==> src/hw/rtl/weekly_alarm_earliest_finder_macros.svh <==
// assertion macros for the weekly alarm earliest finder
// used by the top level only, no other dependencies
`ifndef WEEKLY_ALARM_EARLIEST_FINDER_MACROS_SVH
`define WEEKLY_ALARM_EARLIEST_FINDER_MACROS_SVH

`ifndef SYNTH
`define WAEF_ASSERT(label, clk, rst, prop) \
  label: assert property (@(posedge clk) disable iff (rst) prop) \
    else $error("weekly alarm finder check failed");
`define WAEF_ASSERT_ALWAYS(label, clk, prop) \
  label: assert property (@(posedge clk) prop) \
    else $error("weekly alarm finder check failed");
`else
`define WAEF_ASSERT(label, clk, rst, prop)
`define WAEF_ASSERT_ALWAYS(label, clk, prop)
`endif

`endif

==> src/hw/rtl/waef_pkg.sv <==
// shared widths, constants, types and time helpers of the alarm finder
// no dependencies
`timescale 1ns / 1ps

package waef_pkg;

  localparam int HOUR_W      = 5;
  localparam int MIN_W       = 6;
  localparam int WDAY_W      = 3;
  localparam int MASK_W      = 8;
  localparam int IDX_W       = 8;
  localparam int DELTA_W     = 14;
  localparam int TOD_W       = 11;
  localparam int CFG_INDEX_W = 2;
  localparam int CFG_DATA_W  = 6;

  localparam int INDEX_BITS_DEFAULT = 8;

  localparam logic [HOUR_W-1:0]  MAX_HOUR      = 5'd23;
  localparam logic [MIN_W-1:0]   MAX_MINUTE    = 6'd59;
  localparam logic [WDAY_W-1:0]  LAST_WEEKDAY  = 3'd6;
  localparam logic [WDAY_W-1:0]  DAYS_IN_WEEK  = 3'd7;
  localparam logic [DELTA_W-1:0] DAY_MINUTES   = 14'd1440;
  localparam logic [DELTA_W-1:0] WEEK_MINUTES  = 14'd10080;
  localparam logic [TOD_W-1:0]   HOUR_MINUTES  = 11'd60;
  localparam int                 ONCE_BIT      = 7;

  typedef enum logic [CFG_INDEX_W-1:0] {
    CFG_WEEKDAY = 2'd0,
    CFG_HOUR    = 2'd1,
    CFG_MINUTE  = 2'd2
  } cfg_index_t;

  // per-entry evaluation handed to the running minimum
  typedef struct packed {
    logic                hit;
    logic [DELTA_W-1:0]  delta;
    logic [WDAY_W-1:0]   weekday;
    logic [HOUR_W-1:0]   hour;
    logic [MIN_W-1:0]    minute;
  } eval_t;

  // control of the registered entry stage
  typedef struct packed {
    logic valid;
    logic last;
  } stage_t;

  function automatic logic [HOUR_W-1:0] sat_hour(input logic [HOUR_W-1:0] h);
    return (h > MAX_HOUR) ? MAX_HOUR : h;
  endfunction

  function automatic logic [MIN_W-1:0] sat_minute(input logic [MIN_W-1:0] m);
    return (m > MAX_MINUTE) ? MAX_MINUTE : m;
  endfunction

  function automatic logic [TOD_W-1:0] time_of_day(input logic [HOUR_W-1:0] h,
                                                    input logic [MIN_W-1:0]  m);
    return TOD_W'(h) * HOUR_MINUTES + TOD_W'(m);
  endfunction

  // (a + b) mod 7 for a <= 6, b <= 7
  function automatic logic [WDAY_W-1:0] weekday_add(input logic [WDAY_W-1:0] a,
                                                     input logic [WDAY_W-1:0] b);
    logic [WDAY_W:0] sum;
    sum = {1'b0, a} + {1'b0, b};
    if (sum >= {1'b0, DAYS_IN_WEEK}) begin
      sum = sum - {1'b0, DAYS_IN_WEEK};
    end
    return sum[WDAY_W-1:0];
  endfunction

endpackage

==> src/hw/rtl/waef_entry_if.sv <==
// entry channel: valid/ready handshake with one alarm entry as payload
// depends on waef_pkg
`timescale 1ns / 1ps

interface waef_entry_if
  import waef_pkg::*;
();
  logic              valid;
  logic              ready;
  logic [HOUR_W-1:0] entry_hour;
  logic [MIN_W-1:0]  entry_minute;
  logic [MASK_W-1:0] repeat_mask;
  logic              entry_active;
  logic              entry_valid;
  logic              entry_source;
  logic [IDX_W-1:0]  entry_index;
  logic              last_entry;

  modport source (
    output valid, entry_hour, entry_minute, repeat_mask, entry_active,
           entry_valid, entry_source, entry_index, last_entry,
    input  ready
  );

  modport sink (
    input  valid, entry_hour, entry_minute, repeat_mask, entry_active,
           entry_valid, entry_source, entry_index, last_entry,
    output ready
  );
endinterface

==> src/hw/rtl/waef_result_if.sv <==
// result channel: valid/ready handshake with the scan winner as payload
// depends on waef_pkg
`timescale 1ns / 1ps

interface waef_result_if
  import waef_pkg::*;
();
  logic               valid;
  logic               ready;
  logic               found;
  logic               win_source;
  logic [IDX_W-1:0]   win_index;
  logic [WDAY_W-1:0]  next_weekday;
  logic [HOUR_W-1:0]  next_hour;
  logic [MIN_W-1:0]   next_minute;
  logic [DELTA_W-1:0] delta_minutes;

  modport source (
    output valid, found, win_source, win_index, next_weekday, next_hour,
           next_minute, delta_minutes,
    input  ready
  );

  modport sink (
    input  valid, found, win_source, win_index, next_weekday, next_hour,
           next_minute, delta_minutes,
    output ready
  );
endinterface

==> src/hw/rtl/waef_entry_eval.sv <==
// next firing day and minutes-ahead of one entry, purely combinational
// depends on waef_pkg
`timescale 1ns / 1ps

module waef_entry_eval
  import waef_pkg::*;
(
  input  logic [WDAY_W-1:0] now_weekday,
  input  logic [HOUR_W-1:0] now_hour,
  input  logic [MIN_W-1:0]  now_minute,
  input  logic [HOUR_W-1:0] entry_hour,
  input  logic [MIN_W-1:0]  entry_minute,
  input  logic [MASK_W-1:0] repeat_mask,
  input  logic              entry_active,
  input  logic              entry_valid,
  output eval_t             ev
);

  logic [WDAY_W-1:0] wd;
  logic [HOUR_W-1:0] eh;
  logic [MIN_W-1:0]  em;
  logic [TOD_W-1:0]  now_tod;
  logic [TOD_W-1:0]  tgt_tod;
  logic              ahead;
  logic [6:0]        rot;
  logic [WDAY_W-1:0] days;
  logic              ok;

  always_comb begin
    wd      = (now_weekday > LAST_WEEKDAY) ? '0 : now_weekday;
    eh      = sat_hour(entry_hour);
    em      = sat_minute(entry_minute);
    now_tod = time_of_day(sat_hour(now_hour), sat_minute(now_minute));
    tgt_tod = time_of_day(eh, em);
    ahead   = now_tod < tgt_tod;

    // weekday mask rotated so that bit 0 is today
    for (int k = 0; k < 7; k++) begin
      rot[k] = repeat_mask[weekday_add(wd, WDAY_W'(k))];
    end

    days = '0;
    ok   = 1'b0;
    if (repeat_mask[ONCE_BIT]) begin
      days = ahead ? WDAY_W'(0) : WDAY_W'(1);
      ok   = 1'b1;
    end else if (rot[0] && ahead) begin
      days = '0;
      ok   = 1'b1;
    end else begin
      // first masked day after today
      for (int k = 6; k >= 1; k--) begin
        if (rot[k]) begin
          days = WDAY_W'(k);
          ok   = 1'b1;
        end
      end
      if (!ok && rot[0]) begin
        days = DAYS_IN_WEEK;
        ok   = 1'b1;
      end
    end

    ev.hit     = entry_active && entry_valid && ok;
    ev.delta   = DELTA_W'(days) * DAY_MINUTES + DELTA_W'(tgt_tod) - DELTA_W'(now_tod);
    ev.weekday = weekday_add(wd, days);
    ev.hour    = eh;
    ev.minute  = em;
  end

endmodule

==> src/hw/rtl/waef_best_tracker.sv <==
// running minimum over a scan and the result register
// depends on waef_pkg and waef_result_if
`timescale 1ns / 1ps

module waef_best_tracker
  import waef_pkg::*;
#(
  parameter int INDEX_BITS = INDEX_BITS_DEFAULT
) (
  input  logic                  clk,
  input  logic                  rst,
  input  stage_t                stage,
  input  logic                  src,
  input  logic [INDEX_BITS-1:0] idx,
  input  eval_t                 ev,
  output logic                  adv,
  waef_result_if.source         results
);

  logic                  have_best;
  logic [DELTA_W-1:0]    best_delta;
  logic                  best_source;
  logic [INDEX_BITS-1:0] best_index;
  logic [WDAY_W-1:0]     best_weekday;
  logic [HOUR_W-1:0]     best_hour;
  logic [MIN_W-1:0]      best_minute;

  logic                  take;
  logic                  m_have;
  logic [DELTA_W-1:0]    m_delta;
  logic                  m_source;
  logic [INDEX_BITS-1:0] m_index;
  logic [WDAY_W-1:0]     m_weekday;
  logic [HOUR_W-1:0]     m_hour;
  logic [MIN_W-1:0]      m_minute;

  // ties go to the later entry
  always_comb begin
    take      = ev.hit && (!have_best || (ev.delta <= best_delta));
    m_have    = have_best || take;
    m_delta   = take ? ev.delta   : best_delta;
    m_source  = take ? src        : best_source;
    m_index   = take ? idx        : best_index;
    m_weekday = take ? ev.weekday : best_weekday;
    m_hour    = take ? ev.hour    : best_hour;
    m_minute  = take ? ev.minute  : best_minute;
  end

  assign adv = stage.valid && (!stage.last || !results.valid || results.ready);

  always_ff @(posedge clk) begin
    if (rst) begin
      have_best     <= 1'b0;
      results.valid <= 1'b0;
    end else begin
      if (results.valid && results.ready && !(adv && stage.last)) begin
        results.valid <= 1'b0;
      end
      if (adv) begin
        if (stage.last) begin
          have_best     <= 1'b0;
          results.valid <= 1'b1;
        end else begin
          have_best <= m_have;
        end
      end
    end
  end

  always_ff @(posedge clk) begin
    if (adv && take && !stage.last) begin
      best_delta   <= ev.delta;
      best_source  <= src;
      best_index   <= idx;
      best_weekday <= ev.weekday;
      best_hour    <= ev.hour;
      best_minute  <= ev.minute;
    end
    if (adv && stage.last) begin
      results.found         <= m_have;
      results.win_source    <= m_have ? m_source : 1'b0;
      results.win_index     <= m_have ? IDX_W'(m_index) : '0;
      results.next_weekday  <= m_have ? m_weekday : '0;
      results.next_hour     <= m_have ? m_hour : '0;
      results.next_minute   <= m_have ? m_minute : '0;
      results.delta_minutes <= m_have ? m_delta : '0;
    end
  end

endmodule

==> src/hw/rtl/weekly_alarm_earliest_finder.sv <==
// top level of the weekly alarm earliest finder: config registers, entry register
// depends on waef_pkg, waef_entry_if, waef_result_if, waef_entry_eval,
// waef_best_tracker and the assertion macro header
`timescale 1ns / 1ps
`include "weekly_alarm_earliest_finder_macros.svh"

// Scans alarm entries, one transaction per entry, and on the entry marked last
// delivers the entry that fires soonest after the current weekday, hour and
// minute held in the config registers (ties go to the later entry), with a
// found flag that is 0, and all other fields 0, when no entry qualified.
// An entry is taken every clock cycle unless intake stalls: it is captured in an
// input register, evaluated in combinational logic and folded into the running
// minimum; the result register loads as the last entry leaves the input register.
// Entry intake stalls only when a last entry reaches the evaluation stage while the
// previous result still waits in the result register. The user must write config
// through cfg_we / cfg_index / cfg_data while no scan is in flight (not enforced).
module weekly_alarm_earliest_finder
  import waef_pkg::*;
#(
  parameter int INDEX_BITS = INDEX_BITS_DEFAULT
) (
  input  logic                   clk,
  input  logic                   rst,
  input  logic                   cfg_we,
  input  logic [CFG_INDEX_W-1:0] cfg_index,
  input  logic [CFG_DATA_W-1:0]  cfg_data,
  waef_entry_if.sink             entries,
  waef_result_if.source          results
);

  logic [WDAY_W-1:0]     now_weekday;
  logic [HOUR_W-1:0]     now_hour;
  logic [MIN_W-1:0]      now_minute;

  stage_t                stage;
  logic [HOUR_W-1:0]     s_hour;
  logic [MIN_W-1:0]      s_minute;
  logic [MASK_W-1:0]     s_mask;
  logic                  s_active;
  logic                  s_valid;
  logic                  s_source;
  logic [INDEX_BITS-1:0] s_index;

  logic                  accept;
  logic                  adv;
  eval_t                 ev;

  always_ff @(posedge clk) begin
    if (rst) begin
      now_weekday <= '0;
      now_hour    <= '0;
      now_minute  <= '0;
    end else if (cfg_we) begin
      unique case (cfg_index)
        CFG_WEEKDAY: now_weekday <= cfg_data[WDAY_W-1:0];
        CFG_HOUR:    now_hour    <= cfg_data[HOUR_W-1:0];
        CFG_MINUTE:  now_minute  <= cfg_data[MIN_W-1:0];
        default: ;
      endcase
    end
  end

  assign entries.ready = !stage.valid || adv;
  assign accept        = entries.valid && entries.ready;

  always_ff @(posedge clk) begin
    if (rst) begin
      stage.valid <= 1'b0;
    end else if (accept) begin
      stage.valid <= 1'b1;
    end else if (adv) begin
      stage.valid <= 1'b0;
    end
    if (accept) begin
      stage.last <= entries.last_entry;
    end
  end

  always_ff @(posedge clk) begin
    if (accept) begin
      s_hour     <= entries.entry_hour;
      s_minute   <= entries.entry_minute;
      s_mask     <= entries.repeat_mask;
      s_active   <= entries.entry_active;
      s_valid    <= entries.entry_valid;
      s_source   <= entries.entry_source;
      s_index    <= entries.entry_index[INDEX_BITS-1:0];
    end
  end

  waef_entry_eval u_eval (
    .now_weekday  (now_weekday),
    .now_hour     (now_hour),
    .now_minute   (now_minute),
    .entry_hour   (s_hour),
    .entry_minute (s_minute),
    .repeat_mask  (s_mask),
    .entry_active (s_active),
    .entry_valid  (s_valid),
    .ev           (ev)
  );

  waef_best_tracker #(
    .INDEX_BITS (INDEX_BITS)
  ) u_tracker (
    .clk     (clk),
    .rst     (rst),
    .stage   (stage),
    .src     (s_source),
    .idx     (s_index),
    .ev      (ev),
    .adv     (adv),
    .results (results)
  );

  // intake only stalls behind a waiting result
  `WAEF_ASSERT(a_stall_cause, clk, rst, !entries.ready |-> results.valid && stage.valid && stage.last)
  // a last entry leaving the stage always produces a result
  `WAEF_ASSERT(a_last_gives_result, clk, rst, adv && stage.last |=> results.valid)
  `WAEF_ASSERT(a_empty_scan_zero, clk, rst, results.valid && !results.found |-> results.delta_minutes == '0 && results.win_index == '0 && results.next_weekday == '0)
  `WAEF_ASSERT(a_result_range, clk, rst, results.valid && results.found |-> results.delta_minutes <= WEEK_MINUTES && results.next_weekday <= LAST_WEEKDAY)
  `WAEF_ASSERT_ALWAYS(a_reset_clears, clk, $past(rst) |-> !results.valid && !stage.valid)

endmodule
==> src/flat_wrapper.sv <==
// flat-port wrapper written by rule: the top's interface ports become plain ports
module weekly_alarm_earliest_finder_flat import waef_pkg::*;
#(
  parameter int INDEX_BITS = INDEX_BITS_DEFAULT
)
  (clk, rst, cfg_we, cfg_index, cfg_data, entries_valid, entries_entry_hour, entries_entry_minute, entries_repeat_mask, entries_entry_active, entries_entry_valid, entries_entry_source, entries_entry_index, entries_last_entry, entries_ready, results_valid, results_found, results_win_source, results_win_index, results_next_weekday, results_next_hour, results_next_minute, results_delta_minutes, results_ready);
  waef_entry_if entries_i ();
  waef_result_if results_i ();
  input  logic clk;
  input  logic rst;
  input  logic cfg_we;
  input  logic [CFG_INDEX_W-1:0] cfg_index;
  input  logic [CFG_DATA_W-1:0] cfg_data;
  input wire logic [$bits(entries_i.valid)-1:0] entries_valid;
  input wire logic [$bits(entries_i.entry_hour)-1:0] entries_entry_hour;
  input wire logic [$bits(entries_i.entry_minute)-1:0] entries_entry_minute;
  input wire logic [$bits(entries_i.repeat_mask)-1:0] entries_repeat_mask;
  input wire logic [$bits(entries_i.entry_active)-1:0] entries_entry_active;
  input wire logic [$bits(entries_i.entry_valid)-1:0] entries_entry_valid;
  input wire logic [$bits(entries_i.entry_source)-1:0] entries_entry_source;
  input wire logic [$bits(entries_i.entry_index)-1:0] entries_entry_index;
  input wire logic [$bits(entries_i.last_entry)-1:0] entries_last_entry;
  output wire logic [$bits(entries_i.ready)-1:0] entries_ready;
  output wire logic [$bits(results_i.valid)-1:0] results_valid;
  output wire logic [$bits(results_i.found)-1:0] results_found;
  output wire logic [$bits(results_i.win_source)-1:0] results_win_source;
  output wire logic [$bits(results_i.win_index)-1:0] results_win_index;
  output wire logic [$bits(results_i.next_weekday)-1:0] results_next_weekday;
  output wire logic [$bits(results_i.next_hour)-1:0] results_next_hour;
  output wire logic [$bits(results_i.next_minute)-1:0] results_next_minute;
  output wire logic [$bits(results_i.delta_minutes)-1:0] results_delta_minutes;
  input wire logic [$bits(results_i.ready)-1:0] results_ready;
  assign entries_i.valid = entries_valid;
  assign entries_i.entry_hour = entries_entry_hour;
  assign entries_i.entry_minute = entries_entry_minute;
  assign entries_i.repeat_mask = entries_repeat_mask;
  assign entries_i.entry_active = entries_entry_active;
  assign entries_i.entry_valid = entries_entry_valid;
  assign entries_i.entry_source = entries_entry_source;
  assign entries_i.entry_index = entries_entry_index;
  assign entries_i.last_entry = entries_last_entry;
  assign entries_ready = entries_i.ready;
  assign results_valid = results_i.valid;
  assign results_found = results_i.found;
  assign results_win_source = results_i.win_source;
  assign results_win_index = results_i.win_index;
  assign results_next_weekday = results_i.next_weekday;
  assign results_next_hour = results_i.next_hour;
  assign results_next_minute = results_i.next_minute;
  assign results_delta_minutes = results_i.delta_minutes;
  assign results_i.ready = results_ready;
  weekly_alarm_earliest_finder #(.INDEX_BITS(INDEX_BITS)) u_core (.clk(clk), .rst(rst), .cfg_we(cfg_we), .cfg_index(cfg_index), .cfg_data(cfg_data), .entries(entries_i), .results(results_i));
endmodule
==> config.mk <==
export PLATFORM = sky130hd
export DESIGN_NAME = weekly_alarm_earliest_finder_flat
export DESIGN_NICKNAME = d
export VERILOG_FILES = /design/src/hw/rtl/waef_pkg.sv /design/src/hw/rtl/waef_entry_if.sv /design/src/hw/rtl/waef_result_if.sv /design/src/hw/rtl/waef_entry_eval.sv /design/src/hw/rtl/waef_best_tracker.sv /design/src/hw/rtl/weekly_alarm_earliest_finder.sv /design/src/flat_wrapper.sv
export VERILOG_INCLUDE_DIRS = /design/src /design/src/hw/rtl
export SDC_FILE = /design/constraint.sdc
export NUM_CORES = 1
export LEC_CHECK = 0
export BUFFER_PORTS_ARGS = -buffer_cell sky130_fd_sc_hd__buf_2
export CAP_MARGIN = 10
export CORE_AREA = 2 2 257 132
export CTS_CLUSTER_SIZE = 8
export DETAILED_ROUTE_END_ITERATION = 8
export DIE_AREA = 0 0 259 134
export GPL_ROUTABILITY_DRIVEN = 1
export PLACE_DENSITY = 0.5
export SYNTH_ARGS = -nofsm -noshare
export SYNTH_HDL_FRONTEND = slang
export SYNTH_SLANG_ARGS = --single-unit
==> constraint.sdc <==
create_clock -name clk -period 16.95 [get_ports clk]
set_input_delay 1.695 -clock clk [delete_from_list [all_inputs] [get_ports clk]]
set_output_delay 1.695 -clock clk [all_outputs]
set_load 0.01 [all_outputs]
==> results of run 1 <==
[cell usage after synthesis (8+ instances only)]
library cell,number
sky130_fd_sc_hd__dfxtp_1,17
sky130_fd_sc_hd__xor2_1,14
sky130_fd_sc_hd__o21ai_0,32
sky130_fd_sc_hd__inv_1,101
sky130_fd_sc_hd__fa_1,20
sky130_fd_sc_hd__mux2i_1,56
sky130_fd_sc_hd__a31oi_1,9
sky130_fd_sc_hd__a21oi_1,55
sky130_fd_sc_hd__nor2b_1,17
sky130_fd_sc_hd__nand2_1,37
sky130_fd_sc_hd__ha_1,91
sky130_fd_sc_hd__a21o_1,22
sky130_fd_sc_hd__nor3_1,10
sky130_fd_sc_hd__xnor2_1,23
sky130_fd_sc_hd__nor2_1,88
sky130_fd_sc_hd__clkbuf_1,20
sky130_fd_sc_hd__and2_1,12
sky130_fd_sc_hd__buf_2,16
sky130_fd_sc_hd__nand3_1,16
sky130_fd_sc_hd__nand2b_1,22
sky130_fd_sc_hd__o211ai_1,8
sky130_fd_sc_hd__edfxtp_1,106
[state kept, by name (all words and copies together) (netlist names), 2 cells and up]
| register | cells |
|---|---|
| u_core.now_hour | 5 |
| u_core.u_tracker.best_delta | 14 |
| u_core.now_weekday | 3 |
| u_core.u_tracker.results.delta_minutes | 14 |
| u_core.u_tracker.results.win_index | 8 |
| u_core.u_tracker.results.next_hour | 5 |
| u_core.s_index | 8 |
| u_core.s_hour | 5 |
| u_core.u_tracker.best_index | 8 |
| u_core.s_mask | 8 |
| u_core.s_minute | 6 |
| u_core.u_tracker.results.next_weekday | 3 |
| u_core.stage | 2 |
| u_core.u_tracker.best_weekday | 3 |
| u_core.now_minute | 6 |
| u_core.u_tracker.results.next_minute | 6 |
| u_core.u_tracker.best_hour | 5 |
| u_core.u_tracker.best_minute | 6 |
[where the power goes]
part           leakage (nW)  total, mW  internal, mW  switching, mW
sequential             1.13      0.383         0.372         0.0107
combinational          3.47      0.784         0.315          0.470
clock                 0.273      0.359         0.216          0.143
total                  4.88       1.53         0.903          0.624
[logic make-up after synthesis]
family | after synthesis | synth area share
adder cells (fa/ha/maj) | 112 | 0.160
multiplexers | 67 | 0.0743
AND/OR/NAND/NOR | 253 | 0.137
buffers and inverters | 155 | 0.0701
flip-flops | 123 | 0.364
AO/OA/AOI/OAI | 214 | 0.159
XOR/XNOR | 38 | 0.0352
[metrics by stage]
stage | cells | util | area [sq um]
finish | 1475 | 0.339 | 11000
global route | 1475 | 0.339 | 11000
CTS | 1475 | 0.339 | 11000
detailed placement | 1444 | 0.321 | 10400
global placement | 1444 | 0.321 | 10400
floorplan | 962 | - | 9670
[routing by layer]
metal / part of all wire / up-vias / GRT usage
met4: 0.0073 / 0 / 0.0363
li1: - / 3569 / -
met3: 0.059 / 14 / 0.0414
met2: 0.39 / 184 / 0.195
met5: 0 / - / 0
met1: 0.54 / 3385 / 0.230
[area by class of cell]
type                       instances  share of cell area
inverter                         105              0.0362
clock inverter                    14              0.0131
sequential                       123               0.320
timing repair buffer              91              0.0432
tap                              441              0.0501
clock buffer                      17              0.0386
multi-input combinational        684               0.499
[worst max path at each step]
stage               slack [ns]                          endpoint  depth (start not counted)        startpoint
floorplan                 4.96    u_core.u_tracker.best_delta[0]                         42  u_core.s_hour[1]
global placement          6.10      u_core.u_tracker.best_source                         40  u_core.s_hour[4]
detailed placement        5.77      u_core.u_tracker.best_source                         40  u_core.s_hour[4]
CTS                       5.74    u_core.u_tracker.best_index[6]                         40  u_core.s_hour[4]
global route              5.02  u_core.u_tracker.best_weekday[2]                         40  u_core.s_hour[4]
finish                    5.77   u_core.u_tracker.best_delta[13]                         40  u_core.s_hour[4]
[worst max-delay path, delay by kind of cell, from the launching register on]
family,cells,cell delay [ns]
adders and majority gates,11,4.02
and+or+nand+nor,12,2.87
AOI/OAI and AO/OA,9,2.05
buffers and inverters,6,0.97
DFF,1,0.54
xor gates and xnor gates,2,0.35
==> impl_metrics.ini, run 1 <==
[yosys]
ys_async_sr_fraction = 0
synth_nets = 1117
post_synth_instance_area_sq_um = 9670
synth.avg_cell_area_sq_um = 10.1
synth_sequential_area_ratio = 0.364
ys.flop_type = sky130_fd_sc_hd__edfxtp_1
synth_edf_count = 106
post-synth-top-area-cell = sky130_fd_sc_hd__edfxtp_1
synth.lib_cells_used.distinct = 94
ys_top_cells_by_area = sky130_fd_sc_hd__edfxtp_1 33%, sky130_fd_sc_hd__ha_1 12%, sky130_fd_sc_hd__mux2i_1 5.8%
post_synth_inst_count = 962
area_share_of_the_largest_cell_type_after_synthesis = 0.329
synth.ff_latch_count = 123
yosys_warnings = 0

[power_and_ir_drop]
power_mw = 1.53
vdd_ir_max_mv = 0.115
power_density_nw_per_um2 = 139
power_leakage_nw = 4.88

[detailed_routing]
drc = 0
first_iter_violations = 524
route.vias.total = 7152
antenna_violating_nets_post_route = 0
route.final.wire_length_microns = 24800
avgViaCountPerCell = 4.85
first_pass_iters = 7
routed_wire_per_std_cell_microns = 16.8

[setup_path]
ff2ff_setup_slack_ns = 5.77
critPathKind = flop to flop
ff2ff_path_depth = 40
required_ns = 17.07
critical_path.max_fanout = 37
delay_contributed_by_the_slowest_stage_of_the_critical_path_ns = 0.75
critical_path_s_slowest_cell = sky130_fd_sc_hd__or4b_2
timing.critical_path.from_type = flop
regToRegEndpoint = u_core.u_tracker.best_delta[13]
critical_path.reg2reg.startpoint = u_core.s_hour[4]
setup.worst_path.end_class = flop
critPathMostFrequentCell = sky130_fd_sc_hd__ha_1
worst-endpoint-arrival_ns = 11.29

[floorplanning]
floorplan.core_area_sq_um = 32500
die_height_microns = 134
io-pin-count = 84
die_area_sq_um = 34700
rows = 47
fp.dieW_microns = 259
effective_utilization_at_floorplan = 0.297

[worst_hold_path]
hold_path_end = u_core.u_tracker.best_index[5]
worst_hold_startpoint = u_core.s_index[5]
holdCritPathClass = flop to flop
worst_hold_path.num_cells = 0

[timing]
report.final.hold_viol_count = 0
setup_viol = 0
rsz0062_at_grt = no
worstMarginPinSlew_ns = 0.751
fmax_mhz = 89.5
slew_headroom = 0.494
fin_worst_skew_ns = 0.0334
timing.final.crit_share = 0.659
hold_ws_ns = 0.447
timing_max_transition_violations_final = 0
finalCriticalPeriod_ns = 11.18
timing.final.ws_setup_ns = 5.77
post_route_setup_tns_ns = 0

[cells_and_area]
fillCellCount = 3344
multi_input_area_sq_um = 5500
layout-drive-gt1-share = 0.161
most_frequent_standard_cell_in_the_layout_excluding_fill_and_tap_cells = sky130_fd_sc_hd__edfxtp_1
final_nets = 1177
layout.cells.most_common_list = 106 x sky130_fd_sc_hd__edfxtp_1, 101 x sky130_fd_sc_hd__inv_1, 91 x sky130_fd_sc_hd__ha_1, 87 x sky130_fd_sc_hd__nor2_1, 83 x sky130_fd_sc_hd__buf_2
syn2layout_area_growth_pct = 13.9
regArea_sq_um = 3520
antenna_cells_inserted = 0

[clock_network]
number_of_sinks_on_the_clock_net = 123
clock_insertion_delay_at_the_later_pin_of_the_skew_report_ns = 0.45
cts_hold_repair.buffers = 0
buffers_from_clock_root_to_sink_at_most = 2
number_of_buffers_created_by_cts = 17
worst_setup_hold_path_clk_slew_ns = 0.06
h-tree-depth = 4
ctsResizeCount = 0
cts_tree = yes
post-cts-setup-buffer-count = 0
clock_tree.root_cell = sky130_fd_sc_hd__clkbuf_16

[global_routing]
globalRouteOverflowTotal = 0
grt_max_degree = 39
first_global_vias = 6837
number_of_antenna_violations_at_the_first_check_in_global_routing = 0
grt_pass1_wl_microns = 39300
grt_util_all_layers = 0.148

[status]
outcome = finished clean

[placed_design]
detailedPlacementHpwl_microns = 18600
number_of_buffers_inserted_by_port_buffering = 83
place_ws_ns = 5.77
routabilityCongestion = 0.846

[job]
max_cap_viols = 0
(Power assumes the default switching activity.)
==> run 2: changes to the inputs <==
--- a/config.mk
+++ b/config.mk
@@ -13,7 +13,7 @@
 export DETAILED_ROUTE_END_ITERATION = 8
 export DIE_AREA = 0 0 259 134
 export GPL_ROUTABILITY_DRIVEN = 1
-export PLACE_DENSITY = 0.5
+export PLACE_DENSITY = 0.51
 export SYNTH_ARGS = -nofsm -noshare
 export SYNTH_HDL_FRONTEND = slang
 export SYNTH_SLANG_ARGS = --single-unit
==> constraint.sdc (replaced) <==
create_clock -name clk -period 9.5 [get_ports clk]
set_input_delay 0.95 -clock clk [delete_from_list [all_inputs] [get_ports clk]]
set_output_delay 0.95 -clock clk [all_outputs]
set_load 0.01 [all_outputs]
==> run 2 against run 1 <==
  * Worst hold slack better by 0.0052 ns
  * Clock-buffer cell count unchanged
  * Final area up 9.8%
  * Non-clock buffer count up 65
  * Clock power increased by 93%
  * Core utilization increased by 3.3 points
  * Via count grew 5.3%
  * Worst setup slack got worse by 5.7 ns
  * Combinational power increased by 100%
  * Critical path type unchanged
  * Critical endpoint is now u_core.u_tracker.best_hour[4]
  * Largest power group unchanged
==> impl_metrics.ini, run 2 (synthesis gave the netlist of run 1 again) <==
[clock_network]
clock_insertion_delay_at_the_later_pin_of_the_skew_report_ns = 0.44
clock_tree.root_cell = sky130_fd_sc_hd__clkbuf_16
worst_setup_hold_path_clk_slew_ns = 0.06
number_of_sinks_on_the_clock_net = 123
buffers_from_clock_root_to_sink_at_most = 2
number_of_buffers_created_by_cts = 17
h-tree-depth = 4
cts_tree = yes
cts_hold_repair.buffers = 0

[setup_path]
critical_path.reg2reg.startpoint = u_core.now_hour[3]
critPathMostFrequentCell = sky130_fd_sc_hd__ha_4
required_ns = 9.65
delay_contributed_by_the_slowest_stage_of_the_critical_path_ns = 0.59
critPathKind = flop to flop
worst-endpoint-arrival_ns = 9.56
critical_path_s_slowest_cell = sky130_fd_sc_hd__fa_1
startpoint = u_core.now_hour[3]
critical_path.max_fanout = 7
critical-path-top-delay-family = adder cells
timing.critical_path.from_type = flop
setup.worst_path.end_class = flop
path_buf_inv = 9

[cells_and_area]
top_regs = u_core.u_tracker.best_delta x14, u_core.u_tracker.results.delta_minutes x14
final_cell_count_no_fill = 1541
layout-drive-gt1-share = 0.270
antenna_cells_inserted = 0
final_nets = 1242
design_area_sq_um = 12100
layout.cells.most_common_list = 106 x sky130_fd_sc_hd__edfxtp_1, 96 x sky130_fd_sc_hd__inv_1, 83 x sky130_fd_sc_hd__buf_2, 82 x sky130_fd_sc_hd__nor2_1, 80 x sky130_fd_sc_hd__ha_1
syn2layout_area_growth_pct = 25.1
most_frequent_standard_cell_in_the_layout_excluding_fill_and_tap_cells = sky130_fd_sc_hd__edfxtp_1

[global_routing]
grt_max_degree = 39
grt_pass1_wl_microns = 41100
number_of_antenna_violations_at_the_first_check_in_global_routing = 0
first_global_vias = 7196
grt_util_all_layers = 0.154
globalRouteOverflowTotal = 0

[power_and_ir_drop]
power_leakage_nw = 5.30
power_density_nw_per_um2 = 246
vdd_ir_max_mv = 0.193
power_mw = 2.98

[floorplanning]
die_height_microns = 134
die_area_sq_um = 34700
io-pin-count = 84
floorplan.core_area_sq_um = 32500
rows = 47
effective_utilization_at_floorplan = 0.297
fp.dieW_microns = 259

[timing]
hold_ws_ns = 0.452
setup_viol = 0
fmax_mhz = 106
report.final.hold_viol_count = 0
timing_max_transition_violations_final = 0
fin_worst_skew_ns = 0.0105
finalCriticalPeriod_ns = 9.41
timing.final.crit_share = 0.990
worstMarginPinSlew_ns = 0.897
rsz0062_at_grt = yes
slew_headroom = 0.402

[detailed_routing]
first_pass_iters = 4
avgViaCountPerCell = 4.89
drc = 0
route.final.wire_length_microns = 27100
route.vias.total = 7529
first_iter_violations = 538
antenna_violating_nets_post_route = 0
routed_wire_per_std_cell_microns = 17.6

[placed_design]
placed_cells_incl_taps = 1471
dpl-instance-area_sq_um = 10800
routabilityCongestion = 0.865
number_of_buffers_inserted_by_port_buffering = 83
detailedPlacementHpwl_microns = 19200

[worst_hold_path]
holdCritPathClass = flop to flop
worst_hold_startpoint = u_core.s_index[7]

[status]
outcome = finished clean

[job]
max_cap_viols = 0
run 2: final cells by class:
cell class,count,area [sq um]
clock inverters,15,184
flip-flops and latches,123,3530
inverters,105,399
clock buffers,17,425
repair buffers,156,1100
fillers,3220,20400
well taps,441,552
multi-input cells,684,5910
run 2: through the flow:
stage               TNS [ns]  utilization  setup slack (ns)
floorplan                  0            -            0.0370
global placement           0        0.331           0.00446
detailed placement    -12.93        0.331            -0.205
CTS                        0        0.356            0.0700
global route          -11.86        0.372            -0.253
finish                     0        0.372            0.0907
run 2: per-layer routing:
layer  up-vias  global-route usage  routed length (microns)
li1       3696                   -                        -
met5         -                   0                        0
met3        22              0.0340                     1390
met1      3632               0.241                    14900
met2       179               0.206                    10500
met4         0              0.0472                      374
run 2: path summary, 6_finish.rpt:
check / endpoint / slack, ns / cells after the start
setup / recovery: u_core.u_tracker.best_hour[4] / 0.09 / 42
hold / removal: u_core.u_tracker.best_index[7] / 0.45 / 0
setup reg to reg: u_core.u_tracker.best_hour[4] / 0.09 / 42
hold reg to reg: u_core.u_tracker.best_index[7] / 0.45 / 0
run 2: worst reg2reg max path: cells and delay by family, from the launching register on:
family	cells	cell delay (ns)
adder cells (fa/ha/maj)	11	3.82
flip-flops	1	0.37
AND/OR/NAND/NOR	14	2.46
XOR/XNOR	2	0.32
buffers and inverters	9	0.99
AO/OA/AOI/OAI	6	1.16
run 2: report_power, final:
part | leakage (nW) | switching, mW | internal, mW | total [mW]
combinational | 3.88 | 0.914 | 0.690 | 1.60
sequential | 1.14 | 0.0199 | 0.664 | 0.684
clock | 0.291 | 0.278 | 0.417 | 0.694
total | 5.30 | 1.21 | 1.77 | 2.98
run 2: what timing repair did:
item,in CTS,in global routing
buffers inserted,8,24
resized for setup,15,57
endpoints found under the setup margin,73,74
gates cloned,2,4
pin swaps,11,42
